`src/design/prp_pkg.sv`:
```
`timescale 1ns / 1ps
package prp_pkg;

   localparam int CoordBits   = 16;
   localparam int SizeBits    = CoordBits - 1;
   localparam int WideBits    = CoordBits + 4;
   localparam int OutBits     = CoordBits + 2;
   localparam int SelBits     = 4;
   localparam int AdjBits     = 6;
   localparam int CsrAddrBits = 3;
   localparam int PipeDepth   = 4;

   // adjust_mask bit positions
   localparam int AdjSlideX  = 0;
   localparam int AdjSlideY  = 1;
   localparam int AdjFlipX   = 2;
   localparam int AdjFlipY   = 3;
   localparam int AdjResizeX = 4;
   localparam int AdjResizeY = 5;

   typedef logic signed [WideBits-1:0] wide_type;
   typedef logic [1:0] part_idx_type;

   typedef enum logic [CsrAddrBits-1:0] {
      CSR_SCREEN_X  = 3'd0,
      CSR_SCREEN_Y  = 3'd1,
      CSR_SCREEN_W  = 3'd2,
      CSR_SCREEN_H  = 3'd3,
      CSR_PARENT_PT = 3'd4,
      CSR_CHILD_PT  = 3'd5,
      CSR_ADJUST    = 3'd6
   } csr_index_type;

   // one axis worth of candidate placements
   typedef struct packed {
      wide_type pos_plain;
      wide_type pos_flip;
      wide_type pos_slide;
      wide_type pos_rsz;
      wide_type size_plain;
      wide_type size_rsz;
   } axis_result_type;

   // column of a point code; unknown codes act as the upper-left corner
   function automatic part_idx_type sel_col(input logic [SelBits-1:0] s);
      part_idx_type r;
      unique case (s)
         4'd1, 4'd4, 4'd7: r = 2'd1;
         4'd2, 4'd5, 4'd8: r = 2'd2;
         default:          r = 2'd0;
      endcase
      return r;
   endfunction

   // row of a point code; unknown codes act as the upper-left corner
   function automatic part_idx_type sel_row(input logic [SelBits-1:0] s);
      part_idx_type r;
      unique case (s)
         4'd3, 4'd4, 4'd5: r = 2'd1;
         4'd6, 4'd7, 4'd8: r = 2'd2;
         default:          r = 2'd0;
      endcase
      return r;
   endfunction

   // mirror an edge index, keep the middle
   function automatic part_idx_type flip_idx(input part_idx_type i);
      return 2'd2 - i;
   endfunction

   // offset of an edge or middle along a nonnegative size
   function automatic wide_type part(input part_idx_type i, input wide_type size);
      wide_type r;
      unique case (i)
         2'd0:    r = '0;
         2'd1:    r = size >>> 1;
         default: r = size;
      endcase
      return r;
   endfunction

   function automatic logic fit_axis(input wide_type pos, input wide_type size,
                                     input wide_type lo, input wide_type hi);
      return (pos >= lo) && (pos + size <= hi);
   endfunction

endpackage

```
`src/design/prp_axis.sv`:
```
`timescale 1ns / 1ps
module prp_axis (
   input  logic                                clock,
   input  logic                                advance,
   input  logic signed [prp_pkg::CoordBits-1:0] a_pos,
   input  logic        [prp_pkg::SizeBits-1:0]  a_size,
   input  logic signed [prp_pkg::CoordBits-1:0] p_pos,
   input  logic        [prp_pkg::SizeBits-1:0]  p_size,
   input  logic        [prp_pkg::SizeBits-1:0]  c_size,
   input  logic signed [prp_pkg::CoordBits-1:0] shift,
   input  prp_pkg::part_idx_type                 par_idx,
   input  prp_pkg::part_idx_type                 chd_idx,
   input  prp_pkg::wide_type                     scr_lo,
   input  prp_pkg::wide_type                     scr_hi,
   input  logic                                  slide_en,
   input  logic                                  resize_en,
   output prp_pkg::axis_result_type              result
);

   // stage 1: anchor points and child offsets
   prp_pkg::wide_type pt_p_ff, pt_f_ff, plo_ff, phi_ff, cof_p_ff, cof_f_ff, csz1_ff;
   prp_pkg::wide_type pt_p_in, pt_f_in, plo_in, phi_in, cof_p_in, cof_f_in, csz1_in;
   prp_pkg::wide_type a_pos_w, a_size_w, c_size_w, shift_w;

   always_comb begin
      a_pos_w  = prp_pkg::WideBits'(a_pos);
      a_size_w = prp_pkg::wide_type'({{(prp_pkg::WideBits-prp_pkg::SizeBits){1'b0}}, a_size});
      c_size_w = prp_pkg::wide_type'({{(prp_pkg::WideBits-prp_pkg::SizeBits){1'b0}}, c_size});
      shift_w  = prp_pkg::WideBits'(shift);
      pt_p_in  = a_pos_w + prp_pkg::part(par_idx, a_size_w) + shift_w;
      pt_f_in  = a_pos_w + prp_pkg::part(prp_pkg::flip_idx(par_idx), a_size_w) - shift_w;
      plo_in   = prp_pkg::WideBits'(p_pos);
      phi_in   = prp_pkg::WideBits'(p_pos)
               + prp_pkg::wide_type'({{(prp_pkg::WideBits-prp_pkg::SizeBits){1'b0}}, p_size});
      cof_p_in = prp_pkg::part(chd_idx, c_size_w);
      cof_f_in = prp_pkg::part(prp_pkg::flip_idx(chd_idx), c_size_w);
      csz1_in  = c_size_w;
   end

   always_ff @(posedge clock) begin
      if (advance) begin
         pt_p_ff  <= pt_p_in;
         pt_f_ff  <= pt_f_in;
         plo_ff   <= plo_in;
         phi_ff   <= phi_in;
         cof_p_ff <= cof_p_in;
         cof_f_ff <= cof_f_in;
         csz1_ff  <= csz1_in;
      end
   end

   // stage 2: clamp into parent, place child point
   prp_pkg::wide_type x_p_ff, x_f_ff, csz2_ff;
   prp_pkg::wide_type x_p_in, x_f_in, cl_p, cl_f;

   always_comb begin
      cl_p = (pt_p_ff < plo_ff) ? plo_ff : ((pt_p_ff > phi_ff) ? phi_ff : pt_p_ff);
      cl_f = (pt_f_ff < plo_ff) ? plo_ff : ((pt_f_ff > phi_ff) ? phi_ff : pt_f_ff);
      x_p_in = cl_p - cof_p_ff;
      x_f_in = cl_f - cof_f_ff;
   end

   always_ff @(posedge clock) begin
      if (advance) begin
         x_p_ff  <= x_p_in;
         x_f_ff  <= x_f_in;
         csz2_ff <= csz1_ff;
      end
   end

   // stage 3: overhangs of the plain placement
   prp_pkg::wide_type lo_ff, hi_ff, x_p3_ff, x_f3_ff, csz3_ff;
   prp_pkg::wide_type lo_in, hi_in;

   always_comb begin
      lo_in = x_p_ff - scr_lo;
      hi_in = x_p_ff + csz2_ff - scr_hi;
   end

   always_ff @(posedge clock) begin
      if (advance) begin
         lo_ff   <= lo_in;
         hi_ff   <= hi_in;
         x_p3_ff <= x_p_ff;
         x_f3_ff <= x_f_ff;
         csz3_ff <= csz2_ff;
      end
   end

   // stage 4: slide and resize candidates
   prp_pkg::axis_result_type res_ff, res_in;
   logic neg_lo, pos_hi;

   always_comb begin
      neg_lo = lo_ff < 0;
      pos_hi = hi_ff > 0;
      res_in.pos_plain  = x_p3_ff;
      res_in.pos_flip   = x_f3_ff;
      res_in.size_plain = csz3_ff;
      if (!slide_en) begin
         res_in.pos_slide = x_p3_ff;
      end else if (neg_lo) begin
         res_in.pos_slide = scr_lo;
      end else if (pos_hi) begin
         res_in.pos_slide = x_p3_ff - hi_ff;
      end else begin
         res_in.pos_slide = x_p3_ff;
      end
      res_in.pos_rsz  = (resize_en && neg_lo) ? scr_lo : x_p3_ff;
      res_in.size_rsz = resize_en
                      ? csz3_ff + (neg_lo ? lo_ff : '0) - (pos_hi ? hi_ff : '0)
                      : csz3_ff;
   end

   always_ff @(posedge clock) begin
      if (advance) begin
         res_ff <= res_in;
      end
   end

   assign result = res_ff;

endmodule

```
`src/design/prp_select.sv`:
```
`timescale 1ns / 1ps
module prp_select (
   input  logic                                clock,
   input  logic                                advance,
   input  prp_pkg::axis_result_type             ax,
   input  prp_pkg::axis_result_type             ay,
   input  prp_pkg::wide_type                    sx_lo,
   input  prp_pkg::wide_type                    sx_hi,
   input  prp_pkg::wide_type                    sy_lo,
   input  prp_pkg::wide_type                    sy_hi,
   input  logic                                 flip_x,
   input  logic                                 flip_y,
   output logic [4*prp_pkg::OutBits-1:0]        data
);

   logic fxp, fxf, fyp, fyf, f_slide, f_rsz;
   prp_pkg::wide_type px, py, pw, ph;
   logic [4*prp_pkg::OutBits-1:0] data_ff, data_in;

   // test every candidate, pick the first enabled one that fits, else the plain one
   always_comb begin
      fxp = prp_pkg::fit_axis(ax.pos_plain, ax.size_plain, sx_lo, sx_hi);
      fxf = prp_pkg::fit_axis(ax.pos_flip,  ax.size_plain, sx_lo, sx_hi);
      fyp = prp_pkg::fit_axis(ay.pos_plain, ay.size_plain, sy_lo, sy_hi);
      fyf = prp_pkg::fit_axis(ay.pos_flip,  ay.size_plain, sy_lo, sy_hi);
      f_slide = prp_pkg::fit_axis(ax.pos_slide, ax.size_plain, sx_lo, sx_hi)
             && prp_pkg::fit_axis(ay.pos_slide, ay.size_plain, sy_lo, sy_hi);
      f_rsz   = prp_pkg::fit_axis(ax.pos_rsz, ax.size_rsz, sx_lo, sx_hi)
             && prp_pkg::fit_axis(ay.pos_rsz, ay.size_rsz, sy_lo, sy_hi);
      pw = ax.size_plain;
      ph = ay.size_plain;
      priority if (fxp && fyp) begin
         px = ax.pos_plain;  py = ay.pos_plain;
      end else if (flip_x && fxf && fyp) begin
         px = ax.pos_flip;   py = ay.pos_plain;
      end else if (flip_y && fxp && fyf) begin
         px = ax.pos_plain;  py = ay.pos_flip;
      end else if (flip_x && flip_y && fxf && fyf) begin
         px = ax.pos_flip;   py = ay.pos_flip;
      end else if (f_slide) begin
         px = ax.pos_slide;  py = ay.pos_slide;
      end else if (f_rsz) begin
         px = ax.pos_rsz;    py = ay.pos_rsz;
         pw = ax.size_rsz;   ph = ay.size_rsz;
      end else begin
         px = ax.pos_plain;  py = ay.pos_plain;
      end
      data_in = {ph[prp_pkg::OutBits-1:0], pw[prp_pkg::OutBits-1:0],
                 py[prp_pkg::OutBits-1:0], px[prp_pkg::OutBits-1:0]};
   end

   // hold the result while the consumer stalls
   always_ff @(posedge clock) begin
      if (advance) begin
         data_ff <= data_in;
      end
   end

   assign data = data_ff;

endmodule

```
`src/design/popup_rectangle_placer.sv`:
```
`timescale 1ns / 1ps
// Pipeline: four axis stages and the selection stage, which is also the output
// register.
// Throughput: one beat per cycle; the whole pipeline freezes while rsp is stalled.
// Reset (synchronous, active high) clears all valid bits and restores the
// registers: screen 0,0 1920x1080, point codes upper-left, adjust mask 0.
module popup_rectangle_placer (
   input  logic                                  clock,
   input  logic                                  reset,
   input  logic                                  req_tvalid,
   output logic                                  req_tready,
   // anchor_x, anchor_y, anchor_w, anchor_h, parent_x, parent_y, parent_w,
   // parent_h, child_w, child_h, shift_x, shift_y, zero pad
   input  logic [191:0]                          req_tdata,
   output logic                                  rsp_tvalid,
   input  logic                                  rsp_tready,
   // place_x, place_y, place_w, place_h
   output logic [4*prp_pkg::OutBits-1:0]         rsp_tdata,
   input  logic                                  csr_we,
   input  logic [prp_pkg::CsrAddrBits-1:0]       csr_addr,
   input  logic [prp_pkg::CoordBits-1:0]         csr_wdata
);

   // configuration registers
   logic signed [prp_pkg::CoordBits-1:0] scr_x_ff, scr_y_ff;
   logic [prp_pkg::SizeBits-1:0]         scr_w_ff, scr_h_ff;
   logic [prp_pkg::SelBits-1:0]          psel_ff, csel_ff;
   logic [prp_pkg::AdjBits-1:0]          adj_ff;

   always_ff @(posedge clock) begin
      if (reset) begin
         scr_x_ff <= '0;
         scr_y_ff <= '0;
         scr_w_ff <= prp_pkg::SizeBits'(1920);
         scr_h_ff <= prp_pkg::SizeBits'(1080);
         psel_ff  <= '0;
         csel_ff  <= '0;
         adj_ff   <= '0;
      end else if (csr_we) begin
         unique case (csr_addr)
            prp_pkg::CSR_SCREEN_X:  scr_x_ff <= csr_wdata;
            prp_pkg::CSR_SCREEN_Y:  scr_y_ff <= csr_wdata;
            prp_pkg::CSR_SCREEN_W:  scr_w_ff <= csr_wdata[prp_pkg::SizeBits-1:0];
            prp_pkg::CSR_SCREEN_H:  scr_h_ff <= csr_wdata[prp_pkg::SizeBits-1:0];
            prp_pkg::CSR_PARENT_PT: psel_ff  <= csr_wdata[prp_pkg::SelBits-1:0];
            prp_pkg::CSR_CHILD_PT:  csel_ff  <= csr_wdata[prp_pkg::SelBits-1:0];
            prp_pkg::CSR_ADJUST:    adj_ff   <= csr_wdata[prp_pkg::AdjBits-1:0];
            default: ;
         endcase
      end
   end

   // screen bounds
   prp_pkg::wide_type sx_lo, sx_hi, sy_lo, sy_hi;
   always_comb begin
      sx_lo = prp_pkg::WideBits'(scr_x_ff);
      sy_lo = prp_pkg::WideBits'(scr_y_ff);
      sx_hi = sx_lo + prp_pkg::wide_type'({{(prp_pkg::WideBits-prp_pkg::SizeBits){1'b0}},
                                           scr_w_ff});
      sy_hi = sy_lo + prp_pkg::wide_type'({{(prp_pkg::WideBits-prp_pkg::SizeBits){1'b0}},
                                           scr_h_ff});
   end

   // pipeline advances unless the output beat is stalled
   logic advance;
   logic [prp_pkg::PipeDepth-1:0] vld_ff, vld_in;
   logic out_vld_ff, out_vld_in;

   assign advance    = !out_vld_ff || rsp_tready;
   assign req_tready = advance;

   always_comb begin
      vld_in     = {vld_ff[prp_pkg::PipeDepth-2:0], req_tvalid};
      out_vld_in = vld_ff[prp_pkg::PipeDepth-1];
   end

   always_ff @(posedge clock) begin
      if (reset) begin
         vld_ff     <= '0;
         out_vld_ff <= 1'b0;
      end else if (advance) begin
         vld_ff     <= vld_in;
         out_vld_ff <= out_vld_in;
      end
   end

   prp_pkg::axis_result_type ax, ay;

   prp_axis u_axis_x (
      .clock     (clock),
      .advance   (advance),
      .a_pos     (req_tdata[15:0]),
      .a_size    (req_tdata[46:32]),
      .p_pos     (req_tdata[77:62]),
      .p_size    (req_tdata[108:94]),
      .c_size    (req_tdata[138:124]),
      .shift     (req_tdata[169:154]),
      .par_idx   (prp_pkg::sel_col(psel_ff)),
      .chd_idx   (prp_pkg::sel_col(csel_ff)),
      .scr_lo    (sx_lo),
      .scr_hi    (sx_hi),
      .slide_en  (adj_ff[prp_pkg::AdjSlideX]),
      .resize_en (adj_ff[prp_pkg::AdjResizeX]),
      .result    (ax)
   );

   prp_axis u_axis_y (
      .clock     (clock),
      .advance   (advance),
      .a_pos     (req_tdata[31:16]),
      .a_size    (req_tdata[61:47]),
      .p_pos     (req_tdata[93:78]),
      .p_size    (req_tdata[123:109]),
      .c_size    (req_tdata[153:139]),
      .shift     (req_tdata[185:170]),
      .par_idx   (prp_pkg::sel_row(psel_ff)),
      .chd_idx   (prp_pkg::sel_row(csel_ff)),
      .scr_lo    (sy_lo),
      .scr_hi    (sy_hi),
      .slide_en  (adj_ff[prp_pkg::AdjSlideY]),
      .resize_en (adj_ff[prp_pkg::AdjResizeY]),
      .result    (ay)
   );

   prp_select u_select (
      .clock   (clock),
      .advance (advance),
      .ax      (ax),
      .ay      (ay),
      .sx_lo   (sx_lo),
      .sx_hi   (sx_hi),
      .sy_lo   (sy_lo),
      .sy_hi   (sy_hi),
      .flip_x  (adj_ff[prp_pkg::AdjFlipX]),
      .flip_y  (adj_ff[prp_pkg::AdjFlipY]),
      .data    (rsp_tdata)
   );

   assign rsp_tvalid = out_vld_ff;

`ifndef NO_ASSERTIONS
   a_ready_follows_output: assert property (@(posedge clock) disable iff (reset)
      req_tready == (!rsp_tvalid || rsp_tready))
      else $error("req_tready does not track output stall");

   a_accept_enters_pipe: assert property (@(posedge clock) disable iff (reset)
      req_tvalid && req_tready |=> vld_ff[0])
      else $error("accepted beat lost at pipe entry");

   a_width_kept_without_resize: assert property (@(posedge clock) disable iff (reset)
      rsp_tvalid && !adj_ff[prp_pkg::AdjResizeX] |-> !rsp_tdata[3*prp_pkg::OutBits-1])
      else $error("negative width without resize");
`endif

endmodule

```
`config.mk`:
```
export PLATFORM = sky130hd
export DESIGN_NAME = popup_rectangle_placer
export DESIGN_NICKNAME = d
export VERILOG_FILES = /design/src/design/prp_pkg.sv /design/src/design/prp_axis.sv /design/src/design/prp_select.sv /design/src/design/popup_rectangle_placer.sv
export SDC_FILE = /design/constraint.sdc
export NUM_CORES = 2
export LEC_CHECK = 0
export BUFFER_PORTS_ARGS = -buffer_cell sky130_fd_sc_hd__clkbuf_2
export CORE_MARGIN = 1.5
export CORE_UTILIZATION = 40
export CTS_BUF_LIST = sky130_fd_sc_hd__clkbuf_2
export DETAILED_ROUTE_END_ITERATION = 10
export PLACE_DENSITY = 0.67
export SETUP_SLACK_MARGIN = 0.1
export SYNTH_ARGS = -nofsm -noshare
export SYNTH_HDL_FRONTEND = slang
export SYNTH_SLANG_ARGS = --single-unit
export TNS_END_PERCENT = 5
```
`constraint.sdc`:
```
create_clock -name clock -period 54 [get_ports clock]
set_input_delay 2.7 -clock clock [delete_from_list [all_inputs] [get_ports clock]]
set_output_delay 2.7 -clock clock [all_outputs]
set_load 0.02 [all_outputs]
```
# Yosys cells after proc, flatten, opt, wreduce, memory -nomap -nowiden

Cells that the tools add are included.

Flip-flop bits (word level): 945
Input bits: 216
Output and inout bits: 74
Logic and storage cells: 259

Add/subtract/negate cells: 40
Order comparisons: 28
Eq/ne operators: 30
Multiplexer cells: 58
Bitwise gates (word level): 1
Reductions and logical operators: 47

Operators by type and width:

| operator                                                    | number |
|---|---|
| two-way mux 20 bit                                          | 20 |
| case mux 15 bit (2 select lines)                            | 8 |
| two-way mux 18 bit                                          | 12 |
| two-way mux 15 bit                                          | 14 |
| adder 20 x 16 -> 20 bit                                     | 8 |
| >= comparator 20 x 16 -> 1 bit                              | 8 |
| <= comparator 20 x 17 -> 1 bit                              | 8 |
| subtractor 20 bit                                           | 8 |
| adder 16 x 16 -> 17 bit                                     | 8 |
| > comparator 20 bit                                         | 4 |
| less-than comparator 20 x 16 -> 1 bit                       | 4 |
| adder 15 x 20 -> 20 bit                                     | 2 |
| adder 20 bit                                                | 2 |
| > comparator 20 x 1 -> 1 bit, second input constant         | 2 |
| less-than comparator 20 x 1 -> 1 bit, second input constant | 2 |
| subtractor 20 x 16 -> 20 bit                                | 2 |
| subtractor 20 x 17 -> 20 bit                                | 2 |
| adder 17 x 16 -> 18 bit                                     | 2 |
| subtractor 17 x 16 -> 18 bit                                | 2 |
| equality test 4 x 3 -> 1 bit, second input constant         | 8 |
| OR reduction 3 bit                                          | 8 |
| logical AND 1 bit                                           | 20 |
| equality test 2 x 1 -> 1 bit, second input constant         | 8 |
| equality test 4 x 2 -> 1 bit, second input constant         | 4 |
| other kinds (14)                                            | 38 |

# Depth between registers and ports, before layout

Depth after elaboration: 10
Mapped depth: 31
Gate-level depth less buffers: 30

# Cells and area by module

Synthesis repeated with hierarchy kept, for this count alone.

Cells, all modules: 7419
Area, all modules: 72663.4 um2

By module, submodules not included:

| module                 | instances | cells each | area each (um2) | seq. area each (um2) |
|---|---|---|---|---|
| prp_axis (u_axis_x)    | 1         | 2291       | 24609.9         | 11380.9 |
| prp_axis (u_axis_y)    | 1         | 2234       | 24352.1         | 11380.9 |
| prp_select             | 1         | 2287       | 19024.5         | 2162.1 |
| popup_rectangle_placer | 1         | 607        | 4677.0          | 1621.6 |

# Least setup slack after synthesis

No wires, ideal clock.

Kind: input to output
Start point: input port rsp_tready
End point: output port req_tready
Arrival time: 25.531 ns
Required time: 51.300 ns
Slack: 25.769 ns
Stages: 2
Path buffers: 1
Cell sequence: nand2b_1 -> clkbuf_1

Longest elaborated chain between the ends: 1

Ends and longest elaborated chain:

| element          | line                         | source |
|---|---|---|
| start, declared  | popup_rectangle_placer.sv:16 | `input logic rsp_tready,` |
| logical OR 1 bit | popup_rectangle_placer.sv:69 | `assign advance = !out_vld_ff \|\| rsp_tready;` |
| end, declared    | popup_rectangle_placer.sv:11 | `output logic req_tready,` |

Every way passes these cells.

# Worst setup path in the final report

Start point: register scr_y_ff[1] in the netlist's numbering
End point: register u_select.data_ff, in the netlist u_select.data[62], data pin

Longest elaborated chain between the ends: 10
Elaborated cells between the ends (all ways): 25
Those cells by class: add/sub (1); order compare (8); mux (6); reduce/logical (10)

Ends and longest elaborated chain:

| element                        | line                         | source |
|---|---|---|
| start, declared                | popup_rectangle_placer.sv:25 | `logic signed [prp_pkg::CoordBits-1:0] scr_x_ff, scr_y_ff;` |
| start signal, assigned         | popup_rectangle_placer.sv:42 | `prp_pkg::CSR_SCREEN_Y: scr_y_ff <= csr_wdata;` |
| adder 16 x 16 -> 17 bit        | popup_rectangle_placer.sv:60 | `sy_hi = sy_lo + prp_pkg::wide_type'({{(prp_pkg::WideBits-prp_pkg::SizeBits){1'b0}},` |
| <= comparator 20 x 17 -> 1 bit | prp_pkg.sv:84                | `return (pos >= lo) && (pos + size <= hi);` |
| logical AND 1 bit              | prp_pkg.sv:84                |  |
| logical AND 1 bit              | prp_select.sv:29             | `&& prp_pkg::fit_axis(ay.pos_rsz, ay.size_rsz, sy_lo, sy_hi);` |
| two-way mux 15 bit             | prp_select.sv:42             | `end else if (f_rsz) begin` |
| two-way mux 15 bit             | prp_select.sv:40             | `end else if (f_slide) begin` |
| two-way mux 15 bit             | prp_select.sv:38             | `end else if (flip_x && flip_y && fxf && fyf) begin` |
| two-way mux 15 bit             | prp_select.sv:36             | `end else if (flip_y && fxp && fyf) begin` |
| two-way mux 15 bit             | prp_select.sv:34             | `end else if (flip_x && fxf && fyp) begin` |
| two-way mux 15 bit *           | prp_select.sv:32             | `priority if (fxp && fyp) begin` |
| named net u_select.ph[8]       | prp_select.sv:17             | `prp_pkg::wide_type px, py, pw, ph;` |
| end signal, assigned           | prp_select.sv:55             | `data_ff <= data_in;` |
| end, declared                  | prp_select.sv:18             | `logic [4*prp_pkg::OutBits-1:0] data_ff, data_in;` |

Mark *: on every way through the listed nets, which the timed path passes. The rest lies on a longest branch.
A chain may end at the register's enable or synchronous reset.

==> reports/summary.txt <==
Worst skew pair latency: 1790 ps
Htree depth: 4
Worst reg2reg path endpoint: u_select.data[62]
I/O pin total: 290
DIE AREA: 175900 sq um
Peak VDD IR: 23.23 uV
Synth Cell Area: 69370 sq um
Post-synth EDFFs: 830
Synth warn: 0
Syn Area/Cell: 9.943 sq um
Final Cycle Share: 0.1667
Final worst slack: 45000 ps
Vias in the first global route: 53570
Initial core utilization: 0.4035
CTS tree: yes
Final Critical Period: 9004 ps
Most common cell after layout, fill and taps aside: ha_1
Vias/cell: 5.421
Final Hold Viols: 0
Worst path max stage delay: 760 ps
FF+latch count, synth: 911
WL met2: 92380 um
Synth Flop Type: edfxtp_1
Worst-Margin Slew: 1221 ps
Cell Chain, Critical Path: inv_1 > fa_1 > nor2b_1 > o31a_1 > o2111a_1 > nor3_1 > o21ai_1 > nand2_1 > inv_1 > ha_1 > nand2b_1 > a211oi_1 > o221ai_1 > o21ai_0 > o221ai_1 > o41ai_1 > o21ai_1 > a311oi_4 > buf_4 > nand3_4 > mux2_4
HPWL after DPL: 162200 um
Setup crit end: u_select.data[62]
Worst R2R Path Depth: 21
Final clock skew: 135.3 ps
Drt total wl: 199700 um
Synth area leaders: edfxtp_1 36%, ha_1 17%, fa_1 4.1%, inv_1 4.0%, nand2_1 3.8%
All-Layer GR Usage: 0.2236
Post-route DRC: 0
Iteration-0 DRC Markers: 3864
Share of cells above drive strength 1: 0.1099
Mapped Cells: 6977
Crit Path Class: reg2reg
Fin. max-slew vios: 0
Max-capacitance violation count: 0
Row count: 152
TritonCTS Sinks: 911
Area leader, netlist: edfxtp_1
Port Buf Inserts: 283
Area delta synth->final: 9.518%
Met3 routed WL: 10980 um
Yosys cell types: 89
Launch point of the worst reg-to-reg path: scr_y_ff[1]
Place WS: 45150 ps
Post-CTS resize count: 0
RSZ-0062 raised after global routing: false
Core Area: 171900 sq um
Multi-input logic area: 39620 sq um
Filler cells: 16370
Die Y: 419.4 um
Initial antenna violation count: 24
Final net count: 8735
Reg clk slew, reported paths: 110 ps
Global-route wire length before repair: 300800 um
Final setup viols: 0
Seq/Total Area, Yosys: 0.3827
Number of CTS-inserted buffers: 229
Final GP Congestion: 0.9402
Startpoint Class: flip-flop
Status: complete, no violations
Critical Path Start: scr_y_ff[1]
Leakage: 0.03428 uW
CTS root buffer: clkbuf_2
Clock Path Buffers: 3
Die W: 419.4 um
Synthesized Nets: 8277
Worst endpoint required time: 55420 ps
Power density cells: 59.95 nW/um^2
Wire per inst: 20.07 um
Sequential cell area: 26550 sq um
Router iterations before antenna repair: 6
Commonest cells after routing, fill and taps aside: 942 x ha_1, 830 x edfxtp_1, 732 x inv_1
Worst-path maximum fanout: 37
Crit path capture type: flip-flop
Highest routed layer: met5
Worst path slowest cell: nand3_4
Cts hold-fix bufs: 0
Pin count of the biggest net entering global routing: 86
Total vias in the final route: 53920
WP data arrival: 10420 ps
Setup TNS: 0 ps
Post-synth top area share: 0.3593
Total grt overflow: 0
Asr flop ratio synth: 0
Slew headroom: 0.1857
Setup Fix Bufs, Post-CTS: 0
F_max: 0.1111 GHz
Internal reg-to-reg setup slack: 45000 ps
Hold Crit Class: reg2reg
Met1 Wirelength: 89060 um
Antenna-violating nets left: 0
[per-layer routing]
| layer | global-route usage | up-vias |
|---|---|---|
| met5 | 0 | - |
| met4 | 0.08653 | 4 |
| met3 | 0.03350 | 321 |
| met2 | 0.3692 | 1561 |
| met1 | 0.2945 | 25730 |
| li1 | - | 26300 |
[metrics by stage]
| step | hold WS (ps) | cells | cell area, sq um | utilization | power [uW] |
|---|---|---|---|---|---|
| after global placement | 400.0 | 9514 | 73710 | 0.4287 | 3945 |
| final | 403.9 | 9947 | 75970 | 0.4419 | 4555 |
| after CTS | 387.3 | 9929 | 75930 | 0.4416 | 4550 |
| after detailed placement | 404.5 | 9514 | 73710 | 0.4287 | 4032 |
| after floorplan | 400.3 | 6977 | 69370 | - | 3271 |
| after global routing | 406.6 | 9944 | 75960 | 0.4418 | 4953 |
[kinds of logic after synthesis]
family / synth area share
compound gates: 0.1571
xor+xnor: 0.04495
fa+ha+maj: 0.2109
buf+inv: 0.04706
flops: 0.3827
mux: 0.03102
simple gates: 0.1263
[critical path, delay by kind of cell (launching register included)]
family | cells | cell delay (ps)
AO/OA/AOI/OAI | 10 | 3090
AND/OR/NAND/NOR | 5 | 1790
buffers and inverters | 3 | 1560
adder cells (fa/ha/maj) | 2 | 990
multiplexers | 1 | 590
flip-flops | 1 | 520
[final cells by class]
| class | instances | area share |
|---|---|---|
| clock buffer | 331 | 0.02181 |
| antenna | 18 | 0.0005929 |
| clock inverter | 84 | 0.007378 |
| tap | 2310 | 0.03804 |
| inverter | 734 | 0.03627 |
| sequential | 911 | 0.3494 |
| timing repair buffer | 347 | 0.02497 |
| multi-input combinational | 5212 | 0.5215 |
[power by group]
group | total (uW) | internal (uW) | switching [uW]
registers | 1360 | 1100 | 262
logic | 2690 | 1180 | 1510
clock network | 501 | 200 | 301
[worst min-delay path by stage]
stage | start | to | slack (ps) | cells after the start
floorplan | u_axis_x.csz1_ff[0] | u_axis_x.csz2_ff[0] | 400 | 0
global placement | u_axis_x.csz1_ff[13] | u_axis_x.csz2_ff[13] | 400 | 0
detailed placement | u_axis_x.x_f_ff[12] | u_axis_x.x_f3_ff[12] | 400 | 0
CTS | u_axis_y.csz1_ff[9] | u_axis_y.csz2_ff[9] | 390 | 0
global route | u_axis_y.x_f_ff[8] | u_axis_y.x_f3_ff[8] | 410 | 0
finish | u_axis_y.x_f_ff[7] | u_axis_y.x_f3_ff[7] | 400 | 0
[cells in the mapped netlist, drive strengths merged (89+ instances only)]
master	count
mux2i	128
xnor2	263
o21ai	447
nor2b	102
fa	142
nand2	707
a21oi	449
o21a	89
nand3	133
edfxtp	830
nor2	415
a21boi	101
a21o	209
nor3	97
xor2	93
ha	942
clkbuf	102
inv	733
[registers in the layout, indices dropped and copies added, names as in the netlist, 17 cells and up]
register / count
u_axis_y.x_p3_ff: 20
u_axis_x.x_f3_ff: 20
u_axis_y.pt_p_ff: 18
u_axis_y.result: 115
u_axis_x.x_f_ff: 20
u_axis_y.pt_f_ff: 18
u_axis_x.phi_ff: 17
u_axis_x.x_p_ff: 20
u_axis_x.pt_p_ff: 18
u_axis_y.lo_ff: 20
u_axis_y.hi_ff: 20
u_axis_y.phi_ff: 17
u_select.data: 72
u_axis_y.x_p_ff: 20
u_axis_x.pt_f_ff: 18
u_axis_x.lo_ff: 20
u_axis_y.x_f3_ff: 20
u_axis_x.result: 115
u_axis_y.x_f_ff: 20
u_axis_x.hi_ff: 20
u_axis_x.x_p3_ff: 20
No activity file was read; power rests on OpenSTA's default activity.
